[src/checksummed_frame_receiver_defines.svh]
// ---------------------------------------------------------------------------
// Checksummed frame receiver assertion macros
// Shared property forms for the receiver's concurrent checks.
// ---------------------------------------------------------------------------
`ifndef CHECKSUMMED_FRAME_RECEIVER_DEFINES_SVH
`define CHECKSUMMED_FRAME_RECEIVER_DEFINES_SVH

// Consequent must hold in the same cycle as the antecedent.
`define CFR_ASSERT_SAME(lbl, ante, cons, msg) \
  lbl: assert property (@(posedge clk) disable iff (!rst_n) (ante) |-> (cons)) \
    else $error(msg);

// Consequent must hold in the cycle after the antecedent.
`define CFR_ASSERT_NEXT(lbl, ante, cons, msg) \
  lbl: assert property (@(posedge clk) disable iff (!rst_n) (ante) |=> (cons)) \
    else $error(msg);

`endif

[src/cfr_pkg.sv]
// ---------------------------------------------------------------------------
// cfr_pkg
// Types and constants shared by the checksummed frame receiver modules.
// ---------------------------------------------------------------------------
package cfr_pkg;

  localparam int MAX_DATA   = 32;
  localparam int HDR_BYTES  = 3;
  localparam int ADDR_W     = $clog2(MAX_DATA);
  localparam int FC_W       = 7;
  localparam int IDX_W      = 6;
  localparam int CFG_ADDR_W = 4;
  localparam int OUT_DATA_W = 32;
  localparam int OUT_USER_W = 4;

  // Positions of the header bytes within a frame.
  localparam logic [FC_W-1:0] FC_CHK = FC_W'(0);
  localparam logic [FC_W-1:0] FC_CMD = FC_W'(1);
  localparam logic [FC_W-1:0] FC_LEN = FC_W'(2);

  // Field count once the header is in, and once the payload buffer is full.
  localparam logic [FC_W-1:0] FC_HDR  = FC_W'(HDR_BYTES);
  localparam logic [FC_W-1:0] FC_FULL = FC_W'(MAX_DATA + HDR_BYTES);

  // Configuration register indexes.
  localparam logic [CFG_ADDR_W-1:0] CFG_PREAMBLE  = CFG_ADDR_W'(0);
  localparam logic [CFG_ADDR_W-1:0] CFG_POSTAMBLE = CFG_ADDR_W'(1);
  localparam logic [CFG_ADDR_W-1:0] CFG_ACK       = CFG_ADDR_W'(2);
  localparam logic [CFG_ADDR_W-1:0] CFG_NACK      = CFG_ADDR_W'(3);

  localparam logic [7:0] PREAMBLE_RST  = 8'd254;
  localparam logic [7:0] POSTAMBLE_RST = 8'd253;
  localparam logic [7:0] ACK_RST       = 8'd250;
  localparam logic [7:0] NACK_RST      = 8'd251;

  typedef enum logic [2:0] {
    KIND_DATA     = 3'd0,
    KIND_ACK      = 3'd1,
    KIND_NACK     = 3'd2,
    KIND_CSUM_ERR = 3'd3,
    KIND_OVERSIZE = 3'd4
  } kind_t;

  // Controller to datapath.
  typedef struct packed {
    logic accept;     // input byte transfer this cycle
    logic rd_issue;   // read payload buffer at the run index
    logic load_data;  // load a data result into the output register
    logic idx_inc;    // advance the run index
  } cmd_t;

  // Datapath to controller, decoded from the byte on the input.
  typedef struct packed {
    logic run_start;  // byte ends a good data frame with payload
    logic single;     // byte gives one result
    logic idx_last;   // run index is on the final payload byte
  } sts_t;

endpackage

[src/cfr_ram.sv]
// ---------------------------------------------------------------------------
// cfr_ram
// Generic single write port, single read port RAM with registered read.
// ---------------------------------------------------------------------------
module cfr_ram #(
  parameter int WIDTH = 8,
  parameter int DEPTH = 32
) (
  input  logic                     clk,
  input  logic                     we,
  input  logic [$clog2(DEPTH)-1:0] waddr,
  input  logic [WIDTH-1:0]         wdata,
  input  logic                     re,
  input  logic [$clog2(DEPTH)-1:0] raddr,
  output logic [WIDTH-1:0]         rdata
);

  logic [WIDTH-1:0] mem [DEPTH];
  logic [WIDTH-1:0] rdata_r;

  always_ff @(posedge clk) begin
    if (we) begin
      mem[waddr] <= wdata;
    end
    if (re) begin
      rdata_r <= mem[raddr];
    end
  end

  assign rdata = rdata_r;

endmodule

[src/cfr_ctrl.sv]
// ---------------------------------------------------------------------------
// cfr_ctrl
// Sequencer for byte intake, payload read-out and the output valid flag.
// ---------------------------------------------------------------------------
module cfr_ctrl (
  input  logic          clk,
  input  logic          rst_n,
  input  logic          in_tvalid,
  output logic          in_tready,
  output logic          out_tvalid,
  input  logic          out_tready,
  input  cfr_pkg::sts_t sts,
  output cfr_pkg::cmd_t cmd
);

  typedef enum logic [1:0] {
    ST_RUN,
    ST_RD,
    ST_WR
  } state_t;

  state_t state_r, state_nxt;
  logic   out_valid_r, out_valid_nxt;
  logic   out_free;
  logic   accept;

  // The output register can take a new result when empty or being drained.
  assign out_free  = !out_valid_r || out_tready;
  assign in_tready = (state_r == ST_RUN) && out_free;
  assign accept    = in_tvalid && in_tready;

  always_comb begin
    state_nxt     = state_r;
    out_valid_nxt = out_valid_r && !out_tready;
    cmd           = '0;
    cmd.accept    = accept;
    case (state_r)
      ST_RUN: begin
        if (accept && sts.single) begin
          out_valid_nxt = 1'b1;
        end
        if (accept && sts.run_start) begin
          state_nxt = ST_RD;
        end
      end
      ST_RD: begin
        cmd.rd_issue = 1'b1;
        state_nxt    = ST_WR;
      end
      ST_WR: begin
        if (out_free) begin
          cmd.load_data = 1'b1;
          out_valid_nxt = 1'b1;
          if (sts.idx_last) begin
            state_nxt = ST_RUN;
          end else begin
            cmd.idx_inc = 1'b1;
            state_nxt   = ST_RD;
          end
        end
      end
      default: begin
        state_nxt = ST_RUN;
      end
    endcase
  end

  always_ff @(posedge clk) begin
    if (!rst_n) begin
      state_r     <= ST_RUN;
      out_valid_r <= 1'b0;
    end else begin
      state_r     <= state_nxt;
      out_valid_r <= out_valid_nxt;
    end
  end

  assign out_tvalid = out_valid_r;

endmodule

[src/cfr_dpath.sv]
// ---------------------------------------------------------------------------
// cfr_dpath
// Frame capture registers, checksum, payload buffer and output register.
// ---------------------------------------------------------------------------
module cfr_dpath (
  input  logic                                clk,
  input  logic                                rst_n,
  input  logic                                cfg_wr_en,
  input  logic [cfr_pkg::CFG_ADDR_W-1:0]      cfg_addr,
  input  logic [7:0]                          cfg_wdata,
  input  logic [7:0]                          rx_byte,
  input  cfr_pkg::cmd_t                       cmd,
  output cfr_pkg::sts_t                       sts,
  output logic [cfr_pkg::OUT_DATA_W-1:0]      out_tdata,
  output logic [cfr_pkg::OUT_USER_W-1:0]      out_tuser,
  output logic                                out_tlast
);

  logic [7:0] preamble_r, postamble_r, ack_r, nack_r;

  logic                       in_frame_r;
  logic [7:0]                 prev_r;
  logic [cfr_pkg::FC_W-1:0]   fc_r;
  logic [7:0]                 sum_r;
  logic [7:0]                 chk_r;
  logic [7:0]                 cmd_byte_r;
  logic [7:0]                 len_r;
  logic [cfr_pkg::IDX_W-1:0]  idx_r;

  cfr_pkg::kind_t             kind_r;
  logic                       has_r;
  logic [7:0]                 data_r;
  logic [cfr_pkg::IDX_W-1:0]  bidx_r;
  logic                       last_r;

  logic                       start;
  logic                       end_ok;
  logic                       capture;
  logic                       overflow;
  logic                       good;
  cfr_pkg::kind_t             end_kind;
  logic [cfr_pkg::FC_W-1:0]   data_pos;
  logic [7:0]                 ram_rdata;
  logic                       ram_we;

  assign data_pos = fc_r - cfr_pkg::FC_HDR;
  assign start    = !in_frame_r && (prev_r == preamble_r) && (rx_byte == preamble_r);
  // The frame ends only once the data count has caught up with the length byte.
  assign end_ok   = in_frame_r && (rx_byte == postamble_r) && (fc_r >= cfr_pkg::FC_HDR) &&
                    (len_r == {1'b0, data_pos});
  assign capture  = in_frame_r && !end_ok && (fc_r < cfr_pkg::FC_FULL);
  assign overflow = in_frame_r && !end_ok && (fc_r >= cfr_pkg::FC_FULL);
  assign good     = (sum_r == chk_r);

  always_comb begin
    if (!good) begin
      end_kind = cfr_pkg::KIND_CSUM_ERR;
    end else if (cmd_byte_r == ack_r) begin
      end_kind = cfr_pkg::KIND_ACK;
    end else if (cmd_byte_r == nack_r) begin
      end_kind = cfr_pkg::KIND_NACK;
    end else begin
      end_kind = cfr_pkg::KIND_DATA;
    end
  end

  assign sts.run_start = end_ok && (end_kind == cfr_pkg::KIND_DATA) && (len_r != 8'd0);
  assign sts.single    = (end_ok && !sts.run_start) || overflow;
  assign sts.idx_last  = (({2'b00, idx_r} + 8'd1) == len_r);

  // Configuration registers.
  always_ff @(posedge clk) begin
    if (!rst_n) begin
      preamble_r  <= cfr_pkg::PREAMBLE_RST;
      postamble_r <= cfr_pkg::POSTAMBLE_RST;
      ack_r       <= cfr_pkg::ACK_RST;
      nack_r      <= cfr_pkg::NACK_RST;
    end else if (cfg_wr_en) begin
      case (cfg_addr)
        cfr_pkg::CFG_PREAMBLE:  preamble_r  <= cfg_wdata;
        cfr_pkg::CFG_POSTAMBLE: postamble_r <= cfg_wdata;
        cfr_pkg::CFG_ACK:       ack_r       <= cfg_wdata;
        cfr_pkg::CFG_NACK:      nack_r      <= cfg_wdata;
        default: ;
      endcase
    end
  end

  // Frame state.
  always_ff @(posedge clk) begin
    if (!rst_n) begin
      in_frame_r <= 1'b0;
      prev_r     <= 8'd0;
      fc_r       <= '0;
      sum_r      <= 8'd0;
      chk_r      <= 8'd0;
      cmd_byte_r <= 8'd0;
      len_r      <= 8'd0;
    end else if (cmd.accept) begin
      if (!in_frame_r) begin
        prev_r <= rx_byte;
        if (start) begin
          in_frame_r <= 1'b1;
          fc_r       <= '0;
          sum_r      <= 8'd0;
        end
      end else if (end_ok) begin
        in_frame_r <= 1'b0;
        prev_r     <= rx_byte;
      end else if (capture) begin
        case (fc_r)
          cfr_pkg::FC_CHK: chk_r <= rx_byte;
          cfr_pkg::FC_CMD: begin
            cmd_byte_r <= rx_byte;
            sum_r      <= sum_r + rx_byte;
          end
          cfr_pkg::FC_LEN: begin
            len_r <= rx_byte;
            sum_r <= sum_r + rx_byte;
          end
          default: sum_r <= sum_r + rx_byte;
        endcase
        fc_r   <= fc_r + cfr_pkg::FC_W'(1);
        prev_r <= rx_byte;
      end else begin
        // Buffer overflow: drop the frame and start hunting afresh.
        in_frame_r <= 1'b0;
        fc_r       <= '0;
        sum_r      <= 8'd0;
        prev_r     <= 8'd0;
      end
    end
  end

  // Payload read-out index.
  always_ff @(posedge clk) begin
    if (cmd.accept && sts.run_start) begin
      idx_r <= '0;
    end else if (cmd.idx_inc) begin
      idx_r <= idx_r + cfr_pkg::IDX_W'(1);
    end
  end

  assign ram_we = cmd.accept && capture && (fc_r >= cfr_pkg::FC_HDR);

  cfr_ram #(
    .WIDTH (8),
    .DEPTH (cfr_pkg::MAX_DATA)
  ) u_payload (
    .clk   (clk),
    .we    (ram_we),
    .waddr (data_pos[cfr_pkg::ADDR_W-1:0]),
    .wdata (rx_byte),
    .re    (cmd.rd_issue),
    .raddr (idx_r[cfr_pkg::ADDR_W-1:0]),
    .rdata (ram_rdata)
  );

  // Output register payload.
  always_ff @(posedge clk) begin
    if (cmd.load_data) begin
      kind_r <= cfr_pkg::KIND_DATA;
      has_r  <= 1'b1;
      data_r <= ram_rdata;
      bidx_r <= idx_r;
      last_r <= sts.idx_last;
    end else if (cmd.accept && sts.single) begin
      kind_r <= overflow ? cfr_pkg::KIND_OVERSIZE : end_kind;
      has_r  <= 1'b0;
      data_r <= 8'd0;
      bidx_r <= '0;
      last_r <= 1'b1;
    end
  end

  // Command and length reflect the frame just ended; no input is taken while
  // a data run drains, so they hold for the whole run.
  assign out_tdata = {2'b00, bidx_r, data_r, len_r, cmd_byte_r};
  assign out_tuser = {has_r, kind_r};
  assign out_tlast = last_r;

endmodule

[src/checksummed_frame_receiver.sv]
// ---------------------------------------------------------------------------
// checksummed_frame_receiver
// Serial byte deframer with preamble hunt, additive checksum and payload output.
// ---------------------------------------------------------------------------
// Each input transfer is one received byte, taken whenever the controller
// is not draining a data run and the output register is empty or being
// emptied. A frame is two preamble bytes, a checksum, a command, a length
// and up to 32 data bytes, closed by a postamble once the data count equals
// the length. An ack, nack, checksum error, oversize or empty data frame
// gives one result; a good data frame of length N > 0 gives N results, each
// read from the payload buffer through its one registered read port and each
// able to stall on the output; input is held off until the whole run is out.
`include "checksummed_frame_receiver_defines.svh"

module checksummed_frame_receiver (
  input  logic                               clk,
  input  logic                               rst_n,
  input  logic                               cfg_wr_en,
  input  logic [cfr_pkg::CFG_ADDR_W-1:0]     cfg_addr,
  input  logic [7:0]                         cfg_wdata,
  input  logic                               in_tvalid,
  output logic                               in_tready,
  input  logic [7:0]                         in_tdata,   // [7:0] rx_byte
  output logic                               out_tvalid,
  input  logic                               out_tready,
  // [7:0] command, [15:8] frame_length, [23:16] data_byte, [29:24] byte_index
  output logic [cfr_pkg::OUT_DATA_W-1:0]     out_tdata,
  output logic [cfr_pkg::OUT_USER_W-1:0]     out_tuser,  // [2:0] kind, [3] has_data
  output logic                               out_tlast
);

  cfr_pkg::cmd_t cmd;
  cfr_pkg::sts_t sts;

  cfr_ctrl u_ctrl (
    .clk        (clk),
    .rst_n      (rst_n),
    .in_tvalid  (in_tvalid),
    .in_tready  (in_tready),
    .out_tvalid (out_tvalid),
    .out_tready (out_tready),
    .sts        (sts),
    .cmd        (cmd)
  );

  cfr_dpath u_dpath (
    .clk       (clk),
    .rst_n     (rst_n),
    .cfg_wr_en (cfg_wr_en),
    .cfg_addr  (cfg_addr),
    .cfg_wdata (cfg_wdata),
    .rx_byte   (in_tdata),
    .cmd       (cmd),
    .sts       (sts),
    .out_tdata (out_tdata),
    .out_tuser (out_tuser),
    .out_tlast (out_tlast)
  );

  // A byte is only taken when a result it causes has somewhere to go.
  `CFR_ASSERT_SAME(a_ready_room, in_tready, (!out_tvalid || out_tready), "input ready with output full")
  // Payload read-out never overlaps byte intake.
  `CFR_ASSERT_SAME(a_drain_excl, cmd.load_data || cmd.rd_issue, !in_tready, "drain while taking input")
  // Once a data frame ends, intake stops until its run is out.
  `CFR_ASSERT_NEXT(a_run_stall, cmd.accept && sts.run_start, !in_tready, "input taken at run start")
  // The last data result sits on the final payload position.
  `CFR_ASSERT_SAME(a_last_index, out_tvalid && out_tuser[3] && out_tlast, (({2'b00, out_tdata[29:24]} + 8'd1) == out_tdata[15:8]), "last data index mismatch")

endmodule
[config.mk]
export PLATFORM = sky130hd
export DESIGN_NAME = checksummed_frame_receiver
export DESIGN_NICKNAME = d
export VERILOG_FILES = /design/src/cfr_pkg.sv /design/src/cfr_ram.sv /design/src/cfr_ctrl.sv /design/src/cfr_dpath.sv /design/src/checksummed_frame_receiver.sv
export VERILOG_INCLUDE_DIRS = /design/src /design/src/src
export SDC_FILE = /design/constraint.sdc
export NUM_CORES = 1
export LEC_CHECK = 0
export BUFFER_PORTS_ARGS = -buffer_cell sky130_fd_sc_hd__buf_2
export CORE_ASPECT_RATIO = 1.75
export CORE_UTILIZATION = 45
export CTS_CLUSTER_SIZE = 40
export DETAILED_ROUTE_END_ITERATION = 8
export GPL_ROUTABILITY_DRIVEN = 0
export HOLD_SLACK_MARGIN = 0.05
export PLACE_DENSITY_LB_ADDON = 0.12
export SYNTH_ARGS = -nofsm -noshare
export SYNTH_HDL_FRONTEND = slang
export SYNTH_SLANG_ARGS = --single-unit
export TNS_END_PERCENT = 20
[constraint.sdc]
create_clock -name clk -period 3.2 [get_ports clk]
set_input_delay 0.16 -clock clk [delete_from_list [all_inputs] [get_ports clk]]
set_output_delay 0.16 -clock clk [all_outputs]
set_load 0.1 [all_outputs]
==> run summary, run 1 <==
Tot GR Track Use = 0.2479
Initial antenna violation count = 0
Most common cell after layout, fill and taps aside = edfxtp_1
Max Slew Vio Count = 0
Sw frac = 0.2086
DRT Wirelength = 42.87 mm
Worst setup path start = u_dpath.fc_r[0]$_SDFFE_PN0P_
Final core occ = 0.5376
Clk slew on worst S/H paths = 0.07 ns
Critical path's slowest cell = nor2_1
Area leader, netlist = edfxtp_1
Residual DRC = 0
GR Overflow Total = 0
Hold Startpoint = in_tdata[4]
VDD IR max = 0.4751 mV
WHS Path Cells = 3
Port-buffer cells = 61
DIE HEIGHT = 250.9 um
Starting density of the core = 0.4594
Syn-to-layout area delta = 17.02%
WHS = 0.1053 ns
Netlist cell types = 75
Area of the multi-input gates = 5620 um^2
Actual slew at the worst max-slew pin = 0.8346 ns
Final std cells w/o fill = 1683
Cell family with most CP delay = simple AND/OR/NAND/NOR gates
Placed cell count = 1607
First-pass GRT wire length = 63.54 mm
Synth area leaders = edfxtp_1 53%, dfxtp_1 12%, mux4_2 11%
Root buf cell = clkbuf_16
Register area = 10250 um^2
Crit Path Class = flip-flop to flip-flop
Die ar. = 36200 um^2
Routed Antenna Nets = 0
R2R cell count = 9
Sequential area share after synthesis = 0.6426
DR pass1 iterations = 5
Outcome = finished clean
Final worst-path cycle share = 0.9469
CTS max path bufs = 3
# diodes = 0
RSZ-0062 raised after global routing = false
Clk pwr share = 0.427
Reg2reg start = u_dpath.fc_r[0]$_SDFFE_PN0P_
Crit path launch type = flip-flop
P_int = 7.635 mW
Hold Vio Cnt, Final = 0
Pwr Total = 9.648 mW
Post-synth ARST share = 0
Final Setup Violations = 0
IO Count = 64
Drt initial violations = 567
Pwr Density = 517.4 nW/um^2
Max_slew headroom = 0.4424
Vias in the first global route = 9949
Mapped Area = 15930 um^2
Post-Syn Area per Cell = 14.71 um^2
Top reg by flops = u_dpath.u_payload.mem
# clock sinks = 372
Clk_skew = 0.02226 ns
Worst Path Buf+Inv = 1
Setup_tns = 0 ns
Synthesis Warnings = 0
Top-area cell type share of the netlist area = 0.5258
Pin count of the biggest net entering global routing = 65
Largest stage delay on the critical path = 0.56 ns
H-tree lvl count = 2
Rows = 90
Max-Cap Viols = 0
Vias per inst = 5.706
Routed WL per cell = 25.47 um
Layout cells sized above 1 = 0.2592
Max reg flops = 256
Most frequent cells in the layout = 279 x edfxtp_1, 89 x dfxtp_1, 80 x mux4_2
Critical path arrival = 3.17 ns
Logic pwr share = 0.034
Via count = 9604
EDFF count, synth = 279
Worst-Skew Late Latency = 0.53 ns
# fillers = 2939
Die extent in x = 144.2 um
CP max FO = 8
CTS tree = yes
Max frequency = 330.0 MHz
Sw power = 2.013 mW
CTS Buf Count = 35
R2R setup slack = 0.17 ns
Yosys reg bits = 372
Core Region = 34680 um^2
Kind of end point of the critical path = flip-flop
Hold endpoint = u_dpath.cmd_byte_r[4]$_SDFFE_PN0P_
Hpwl dp = 30.38 mm
Static leakage = 6.392 nW
Syn Inst Count = 1083
WP data required = 3.34 ns
Cell Chain, Critical Path = ha_1 -> or4_4 -> nor3_4 -> nor4b_2 -> nand4_1 -> o2111a_1 -> nand2_1 -> buf_12 -> nor2_1
Final #Nets = 1239
Ys flop type = edfxtp_1
Reg power frac = 0.539
Tmin final = 3.030 ns
RR Endpoint = u_dpath.u_payload.mem[22][4]$_DFFE_PP_
Hold WC Path Type = input port to flip-flop
cell usage after synthesis, drive strengths merged, types with 2 or more instances:
master and count:
inv 15, a221o 2, ha 14, o211ai 5, a22oi 7, mux4 80, a31oi 2, edfxtp 279
clkinv 2, o32ai 2, nand4 10, a211oi 5, dfxtp 93, a22o 8, nor2b 8, and2 6
xnor2 29, o21ai 43, mux2i 34, nor2 66, o2111ai 3, a2111oi 2, nand2b 8, a31o 2
nor4 10, and3 21, or4 6, or3 5, nand3 65, o21a 2, o22ai 3, nor3 11
nand2 65, clkbuf 39, xor2 23, a21o 6, mux2 9, nand3b 2, buf 22, a21oi 46
o221a 2
layer usage:
layer / routed length (um) / global-route usage
met2: 24630 / 0.4805
met3: 1190 / 0.02495
met1: 14920 / 0.2585
met4: 2131 / 0.1212
met5: 0 / 0
area by class of cell:
class	count	share of cell area
Sequential cell	372	0.5497
Inverter	17	0.003422
Clock buffer	44	0.05106
Clock inverter	17	0.008723
Tap cell	460	0.03087
Timing Repair Buffer	139	0.05482
Multi-Input combinational cell	634	0.3014
worst max-delay path by stage:
stage                     depth (start not counted)                                endpoint  slack [ns]
after floorplan                                   9  u_dpath.u_payload.mem[22][0]$_DFFE_PP_       -0.07
after global routing                              9   u_dpath.u_payload.mem[6][6]$_DFFE_PP_        0.02
final                                             9  u_dpath.u_payload.mem[22][4]$_DFFE_PP_        0.17
after CTS                                         9   u_dpath.u_payload.mem[0][6]$_DFFE_PP_       0.007
after global placement                            9   u_dpath.u_payload.mem[1][3]$_DFFE_PP_        0.05
after detailed placement                          9   u_dpath.u_payload.mem[0][6]$_DFFE_PP_        0.01
kinds of logic (layout without fill, tap and decap cells):
family                     Yosys count  after routing  synth area share
and+or+nand+nor                    289            289           0.09030
other                                1              2         0.0002353
DFF                                372            372            0.6426
muxes                              123            123            0.1418
xor gates and xnor gates            52             52           0.02858
buffers and inverters               78            217           0.02065
AOI/OAI and AO/OA                  153            153           0.06353
adders and majority gates           15             15           0.01225
worst reg2reg max path, stage by stage (launching register included):
cell	delay, ns
dfxtp_2	0.36
ha_1	0.24
or4_4	0.45
nor3_4	0.16
nor4b_2	0.09
nand4_1	0.26
o2111a_1	0.26
nand2_1	0.10
buf_12	0.17
nor2_1	0.57
power groups by stage:
stage               registers [mW]  logic, mW  clock network [mW]
floorplan                     5.31      0.136                   0
global placement              5.31      0.317                   0
detailed placement            5.31      0.319                   0
CTS                           5.20      0.329                4.19
global route                  5.20      0.347                4.33
finish                        5.20      0.326                4.12
repair_timing:
action	4_1_cts	5_1_grt
hold buffers	11	0
hold endpoints to repair	34	0
buffers inserted	2	2
pin swaps	3	7
resized for setup	0	5
endpoints found under the setup margin	24	263
through the flow:
stage	setup WS [ns]	area (um^2)
6_report	0.1699	18650
5_1_grt	0.01809	18650
4_1_cts	0.007208	18590
3_5_place_dp	0.01192	17320
3_3_place_gp	0.05239	17320
2_1_floorplan	-0.06670	16160
(Power assumes the default switching activity.)
==> run 2, diff against run 1 <==
ABC_AREA = 1   (was default)
CTS_CLUSTER_SIZE = default   (was 40)
clock period = 3.15 ns   (was 3.2 ns; I/O delays follow)
==> run 2 against run 1 <==
Combinational power increased to 4.0 times the previous value. Cell count rose by 26%. Critical path depth is 5 higher. Clock skew is 0.0031 ns lower. Sequential share of layout area grew 0.67 points. Utilization is 1.8 points lower. Synthesized cell count increased by 45%. Highest routed layer unchanged.
==> run summary, run 2 <==
CTS max path bufs = 3 (unchanged)
Max-Cap Viols = 0 (unchanged)
Routed WL per cell = 22.71 um (was 25.47 um)
Sequential area share after synthesis = 0.6309 (was 0.6426)
IO Count = 64 (unchanged)
Max_slew headroom = 0.5165 (was 0.4424)
Mapped Area = 16230 um^2 (was 15930 um^2)
WHS = 0.07282 ns (was 0.1053 ns)
Top-area cell type share of the netlist area = 0.5162 (was 0.5258)
Clk_skew = 0.01920 ns (was 0.02226 ns)
First-pass GRT wire length = 72.06 mm (was 63.54 mm)
Met1 Use GR = 0.2612 (was 0.2585)
RSZ-0062 raised after global routing = true (was false)
Final core occ = 0.5201 (was 0.5376)
CTS tree = yes (unchanged)
Critical path arrival = 3.15 ns (was 3.17 ns)
WP data required = 3.34 ns (about the same)
Synthesis Warnings = 0 (unchanged)
Max reg flops = 256 (unchanged)
Residual DRC = 0 (unchanged)
H-tree lvl count = 2 (unchanged)
Yosys reg bits = 372 (unchanged)
Static leakage = 6.756 nW (was 6.392 nW)
Crit path launch type = flip-flop (unchanged)
Post-Syn Area per Cell = 10.37 um^2 (was 14.71 um^2)
Busiest metal layer after global routing = met2 (unchanged)
Final Setup Violations = 0 (unchanged)
Critical path's slowest cell = dfxtp_1 (was nor2_1)
Final #Nets = 1678 (was 1239)
Starting density of the core = 0.4584 (was 0.4594)
Kind of end point of the critical path = flip-flop (unchanged)
Vias in the first global route = 12120 (was 9949)
Via count = 11760 (was 9604)
GR Overflow Total = 0 (unchanged)
Final std cells w/o fill = 2127 (was 1683)
EDFF count, synth = 279 (unchanged)
Pre-CTS WS = 0.1993 ns (was 0.01192 ns)
Netlist cell types = 49 (was 75)
VDD IR max = 0.4800 mV (was 0.4751 mV)
Actual slew at the worst max-slew pin = 0.7159 ns (was 0.8346 ns)
Die extent in x = 145.6 um (was 144.2 um)
Most common cell after layout, fill and taps aside = edfxtp_1 (unchanged)
Synth area leaders = edfxtp_1 52%, dfxtp_1 11%, nor2_1 6.8% (was edfxtp_1 53%, dfxtp_1 12%, mux4_2 11%)
Setup bufs post-CTS = 0 (was 2)
Cell Chain, Critical Path = inv_1 -> ha_1 -> inv_1 -> nand2_1 -> nand2_1 -> nand2_1 -> nor2_1 -> nand2_1 -> nor2_4 -> nand4_4 -> nand3_4 -> nor2_4 -> nand2_2 -> nor2_2 (was ha_1 -> or4_4 -> nor3_4 -> nor4b_2 -> nand4_1 -> o2111a_1 -> nand2_1 -> buf_12 -> nor2_1)
Syn Inst Count = 1565 (was 1083)
GR Util met2 = 0.5294 (was 0.4805)
Root buf cell = clkbuf_16 (unchanged)
Tmin final = 2.954 ns (was 3.030 ns)
Final worst-path cycle share = 0.9379 (was 0.9469)
Initial antenna violation count = 0 (unchanged)
DRT Wirelength = 48.30 mm (was 42.87 mm)
Area leader, netlist = edfxtp_1 (unchanged)
Top reg by flops = u_dpath.u_payload.mem (unchanged)
Crit Path Class = flip-flop to flip-flop (unchanged)
DR pass1 iterations = 5 (unchanged)
Drt initial violations = 659 (was 567)
Max frequency = 338.5 MHz (was 330.0 MHz)
Most frequent cells in the layout = 279 x edfxtp_1, 263 x nor2_1, 180 x o21ai_0 (was 279 x edfxtp_1, 89 x dfxtp_1, 80 x mux4_2)
Tot GR Track Use = 0.2673 (was 0.2479)
Routed Antenna Nets = 0 (unchanged)
Clk slew on worst S/H paths = 0.07 ns (about the same)
Placed cell count = 2053 (was 1607)
DIE HEIGHT = 253.2 um (was 250.9 um)
# fillers = 3198 (was 2939)
Met3 Usage GRT = 0.02757 (was 0.02495)
Layout cells sized above 1 = 0.1492 (was 0.2592)
Pin count of the biggest net entering global routing = 109 (was 65)
Ys flop type = edfxtp_1 (unchanged)
Vias per inst = 5.529 (was 5.706)
Rows = 91 (was 90)
Final setup margin = 0.1956 ns (was 0.1699 ns)
# diodes = 0 (unchanged)
Die ar. = 36860 um^2 (was 36200 um^2)
Worst-Skew Late Latency = 0.54 ns (was 0.53 ns)
Largest stage delay on the critical path = 0.50 ns (was 0.56 ns)
CP max FO = 9 (was 8)
Hpwl dp = 33.77 mm (was 30.38 mm)
Outcome = finished clean (unchanged)
Hold Vio Cnt, Final = 0 (unchanged)
Most frequent cell after synthesis = nor2_1 (was edfxtp_1)
Syn-to-layout area delta = 13.47% (was 17.02%)
CTS Buf Count = 35 (unchanged)
Hold WC Path Type = input port to flip-flop (unchanged)
Setup_tns = 0 ns (unchanged)
R2R setup slack = 0.20 ns (was 0.17 ns)
Port-buffer cells = 61 (unchanged)
Cell family with most CP delay = simple AND/OR/NAND/NOR gates (unchanged)
Synth cell count leaders = 295 x nor2_1, 279 x edfxtp_1, 180 x o21ai_0, 179 x nand2_1, 93 x dfxtp_1 (was 279 x edfxtp_1, 93 x dfxtp_1, 80 x mux4_2, 66 x nor2_1, 65 x nand2_1)
Core Region = 35410 um^2 (was 34680 um^2)
Max Slew Vio Count = 0 (unchanged)
Post-synth ARST share = 0 (unchanged)
Cell mode on critical path = nand2_1
Worst Path Buf+Inv = 2 (was 1)
Pwr Density = 584.3 nW/um^2 (was 517.4 nW/um^2)
# clock sinks = 372 (unchanged)
[run 2: routing by layer]
metal,share of wire,vias up,wire length (um)
met1,0.34,5661,16490
met2,0.56,343,27030
met3,0.036,138,1741
met5,0,-,0
li1,-,5619,-
met4,0.063,0,3038
[run 2: final cells by class]
class / instances / area [um^2] / area share
Sequential cell: 372 / 10250 / 0.5564
Multi-Input combinational cell: 1018 / 5381 / 0.2922
Clock buffer: 43 / 927.1 / 0.05034
Timing Repair Buffer: 114 / 760.7 / 0.04131
Tap cell: 465 / 581.8 / 0.03159
Inverter: 97 / 365.4 / 0.01984
Clock inverter: 18 / 153.9 / 0.008357
[run 2: where the power goes]
| group | internal (mW) | switching, mW |
|---|---|---|
| Combinational | 0.370 | 0.946 |
| Sequential | 5.31 | 0.0576 |
| Clock | 2.27 | 1.81 |
[run 2: what timing repair did]
action / 4_1_cts / 5_1_grt
gates resized for setup: 0 / 1
setup endpoints to repair: 0 / 249
endpoints found under the hold margin: 39 / 0
hold buffers: 13 / 0
[run 2: final timing paths]
| kind | startpoint | endpoint | depth (start not counted) |
|---|---|---|---|
| hold reg to reg | u_dpath.prev_r[5]$_SDFFE_PN0P_ | u_dpath.prev_r[5]$_SDFFE_PN0P_ | 2 |
| hold / removal | in_tdata[2] | u_dpath.u_payload.mem[25][2]$_DFFE_PP_ | 1 |
| setup / recovery | u_dpath.fc_r[0]$_SDFFE_PN0P_ | u_dpath.u_payload.mem[1][6]$_DFFE_PP_ | 14 |
| setup reg to reg | u_dpath.fc_r[0]$_SDFFE_PN0P_ | u_dpath.u_payload.mem[1][6]$_DFFE_PP_ | 14 |
[run 2: kinds of logic (layout without fill, tap and decap cells)]
kind of cell / Yosys count / after routing / synth area share
AOI/OAI and AO/OA: 319 / 319 / 0.1149
xor gates and xnor gates: 46 / 46 / 0.02529
adders and majority gates: 15 / 15 / 0.01203
buffers and inverters: 176 / 272 / 0.04386
DFF: 372 / 372 / 0.6309
other: 1 / 2 / 0.0002310
and+or+nand+nor: 636 / 636 / 0.1728
[run 2: through the flow]
stage	power, mW	cell area, um^2
after detailed placement	6.767	17200
after global placement	6.757	17200
after global routing	11.09	18420
after floorplan	6.217	16330
final	10.76	18420
after CTS	10.83	18410
==> run 3, diff against run 2 <==
CELL_PAD_IN_SITES_DETAIL_PLACEMENT = 0   (was default)
CELL_PAD_IN_SITES_GLOBAL_PLACEMENT = 1   (was default)
==> run 3 against run 2 <==
Sequential share of layout area decreased by 0.51 points. Via count grew 0.60%. Sequential cell count unchanged. Clock power rose by 8.6%. Largest cell class unchanged.
==> run summary, run 3 (synthesis results as in run 2) <==
Outcome = finished clean (unchanged)
Vias in the first global route = 12010 (was 12120)
Hold WC Path Type = input port to flip-flop (unchanged)
RSZ-0062 raised after global routing = true (unchanged)
Crit Path Class = flip-flop to flip-flop (unchanged)
CTS max path bufs = 3 (unchanged)
Final std cells w/o fill = 2136 (was 2127)
Pwr Density = 598.5 nW/um^2 (was 584.3 nW/um^2)
WP data required = 3.33 ns (was 3.34 ns)
Routed WL per cell = 22.73 um (was 22.71 um)
Max_slew headroom = 0.5839 (was 0.5165)
Layout cells sized above 1 = 0.1598 (was 0.1492)
Final worst-path cycle share = 0.9642 (was 0.9379)
Placed cell count = 2061 (was 2053)
Max frequency = 329.2 MHz (was 338.5 MHz)
Final #Nets = 1685 (was 1678)
Root buf cell = clkbuf_16 (unchanged)
R2R cell count = 11 (was 14)
Tot GR Track Use = 0.2681 (was 0.2673)
Clk slew on worst S/H paths = 0.06 ns (was 0.07 ns)
Port-buffer cells = 61 (unchanged)
Core Region = 35410 um^2 (unchanged)
Routed Antenna Nets = 0 (unchanged)
Area of the multi-input gates = 5379 um^2 (was 5381 um^2)
VDD IR max = 0.3528 mV (was 0.4800 mV)
Hpwl dp = 34.15 mm (was 33.77 mm)
Actual slew at the worst max-slew pin = 0.6242 ns (was 0.7159 ns)
Final Setup Violations = 0 (unchanged)
GR Overflow Total = 0 (unchanged)
Final core occ = 0.5249 (was 0.5201)
CTS Buf Count = 36 (was 35)
Die extent in x = 145.6 um (unchanged)
CP max FO = 8 (was 9)
DRT Wirelength = 48.56 mm (was 48.30 mm)
Residual DRC = 0 (unchanged)
Static leakage = 6.841 nW (was 6.756 nW)
H-tree lvl count = 2 (unchanged)
Hold Vio Cnt, Final = 0 (unchanged)
DIE HEIGHT = 253.2 um (unchanged)
Critical path arrival = 3.22 ns (was 3.15 ns)
First-pass GRT wire length = 72.09 mm (was 72.06 mm)
Register area = 10250 um^2 (unchanged)
CTS tree = yes (unchanged)
Clk_skew = 0.02169 ns (was 0.01920 ns)
# fillers = 3164 (was 3198)
Max-Cap Viols = 0 (unchanged)
Starting density of the core = 0.4584 (unchanged)
IO Count = 64 (unchanged)
DR pass1 iterations = 5 (unchanged)
Max Slew Vio Count = 0 (unchanged)
Syn-to-layout area delta = 14.52% (was 13.47%)
# diodes = 0 (unchanged)
Via count = 11830 (was 11760)
# clock sinks = 372 (unchanged)
Most common cell after layout, fill and taps aside = edfxtp_1 (unchanged)
Most frequent cells in the layout = 279 x edfxtp_1, 263 x nor2_1, 180 x o21ai_0 (unchanged)
WHS Path Cells = 4 (was 1)
Tmin final = 3.037 ns (was 2.954 ns)
Worst-Skew Late Latency = 0.54 ns (about the same)
Kind of end point of the critical path = flip-flop (unchanged)
Pin count of the biggest net entering global routing = 133 (was 109)
Drt initial violations = 808 (was 659)
Initial antenna violation count = 0 (unchanged)
Crit path launch type = flip-flop (unchanged)
Rows = 91 (unchanged)
Die ar. = 36860 um^2 (unchanged)
Max reg flops = 256 (unchanged)
Vias per inst = 5.539 (was 5.529)
Top reg by flops = u_dpath.u_payload.mem (unchanged)
run 3: changes by cell type in the layout (fill, tap and decap cells not counted), moves of 2 or more:
cell	previous run	this run
inv_6	2	0
clkbuf_1	7	5
clkbuf_8	0	2
clkinv_2	5	8
clkinvlp_4	1	4
clkinv_1	8	2
clkinv_4	0	2
buf_4	38	46
clkbuf_16	36	39
dlygate4sd3_1	13	11
run 3: area by class of cell:
cell class | count | share of cell area
flip-flops and latches | 372 | 0.5512
clock buffers | 46 | 0.05499
multi-input cells | 1018 | 0.2894
well taps | 465 | 0.03130
inverters | 97 | 0.01966
clock inverters | 18 | 0.01037
repair buffers | 120 | 0.04308
run 3: report_power, final:
group	total [mW]	leakage [nW]	switching, mW	internal, mW
registers	5.36	3.27	0.0512	5.30
clock network	4.43	0.588	1.87	2.56
logic	1.34	2.98	0.954	0.387
total	11.1	6.84	2.87	8.25
run 3: final timing paths:
kind                                        from                                     to  slack, ns
setup / recovery    u_dpath.fc_r[1]$_SDFFE_PN0P_  u_dpath.u_payload.mem[8][1]$_DFFE_PP_       0.11
hold / removal                       cfg_addr[1]    u_dpath.postamble_r[5]$_SDFFE_PN1P_        0.1
setup reg to reg    u_dpath.fc_r[1]$_SDFFE_PN0P_  u_dpath.u_payload.mem[8][1]$_DFFE_PP_       0.11
hold reg to reg   u_dpath.kind_r[0]$_SDFFE_PP0P_         u_dpath.kind_r[0]$_SDFFE_PP0P_       0.47
run 3: layer usage:
layer / up-vias / GRT usage / part of all wire
met5: - / 0 / 0
met4: 0 / 0.1564 / 0.060
met3: 138 / 0.03117 / 0.037
met2: 369 / 0.5341 / 0.56
met1: 5700 / 0.2621 / 0.35
li1: 5624 / - / -
run 3: worst max-delay path, cell delays in order (launching register included):
cell     delay [ns]
dfxtp_1        0.49
ha_1           0.27
inv_1          0.14
nand2_1        0.13
nand2_4        0.10
xor2_2         0.21
nor2_4         0.07
nand4_4        0.17
nand3_4        0.16
nor2_4         0.19
nand2_2        0.31
nor2_2         0.45
run 3: timing repair:
item	CTS	global route
hold buffers	11	0
hold endpoints to repair	38	0
gates resized for setup	0	1
buffers inserted	0	0
endpoints found under the setup margin	0	227
run 3: metrics by stage:
stage / power, mW / cell area [um^2] / setup slack, ns / hold slack (ns) / TNS, ns
6_report: 11.12 / 18590 / 0.1127 / 0.09670 / 0
5_1_grt: 11.48 / 18590 / -0.07928 / 0.1176 / -8.587
4_1_cts: 11.19 / 18580 / 0.1562 / 0.07949 / 0
3_5_place_dp: 6.793 / 17260 / 0.1593 / 0.4597 / 0
3_3_place_gp: 6.797 / 17260 / 0.2422 / 0.4543 / 0
2_1_floorplan: 6.217 / 16330 / 0.07983 / 0.2564 / 0
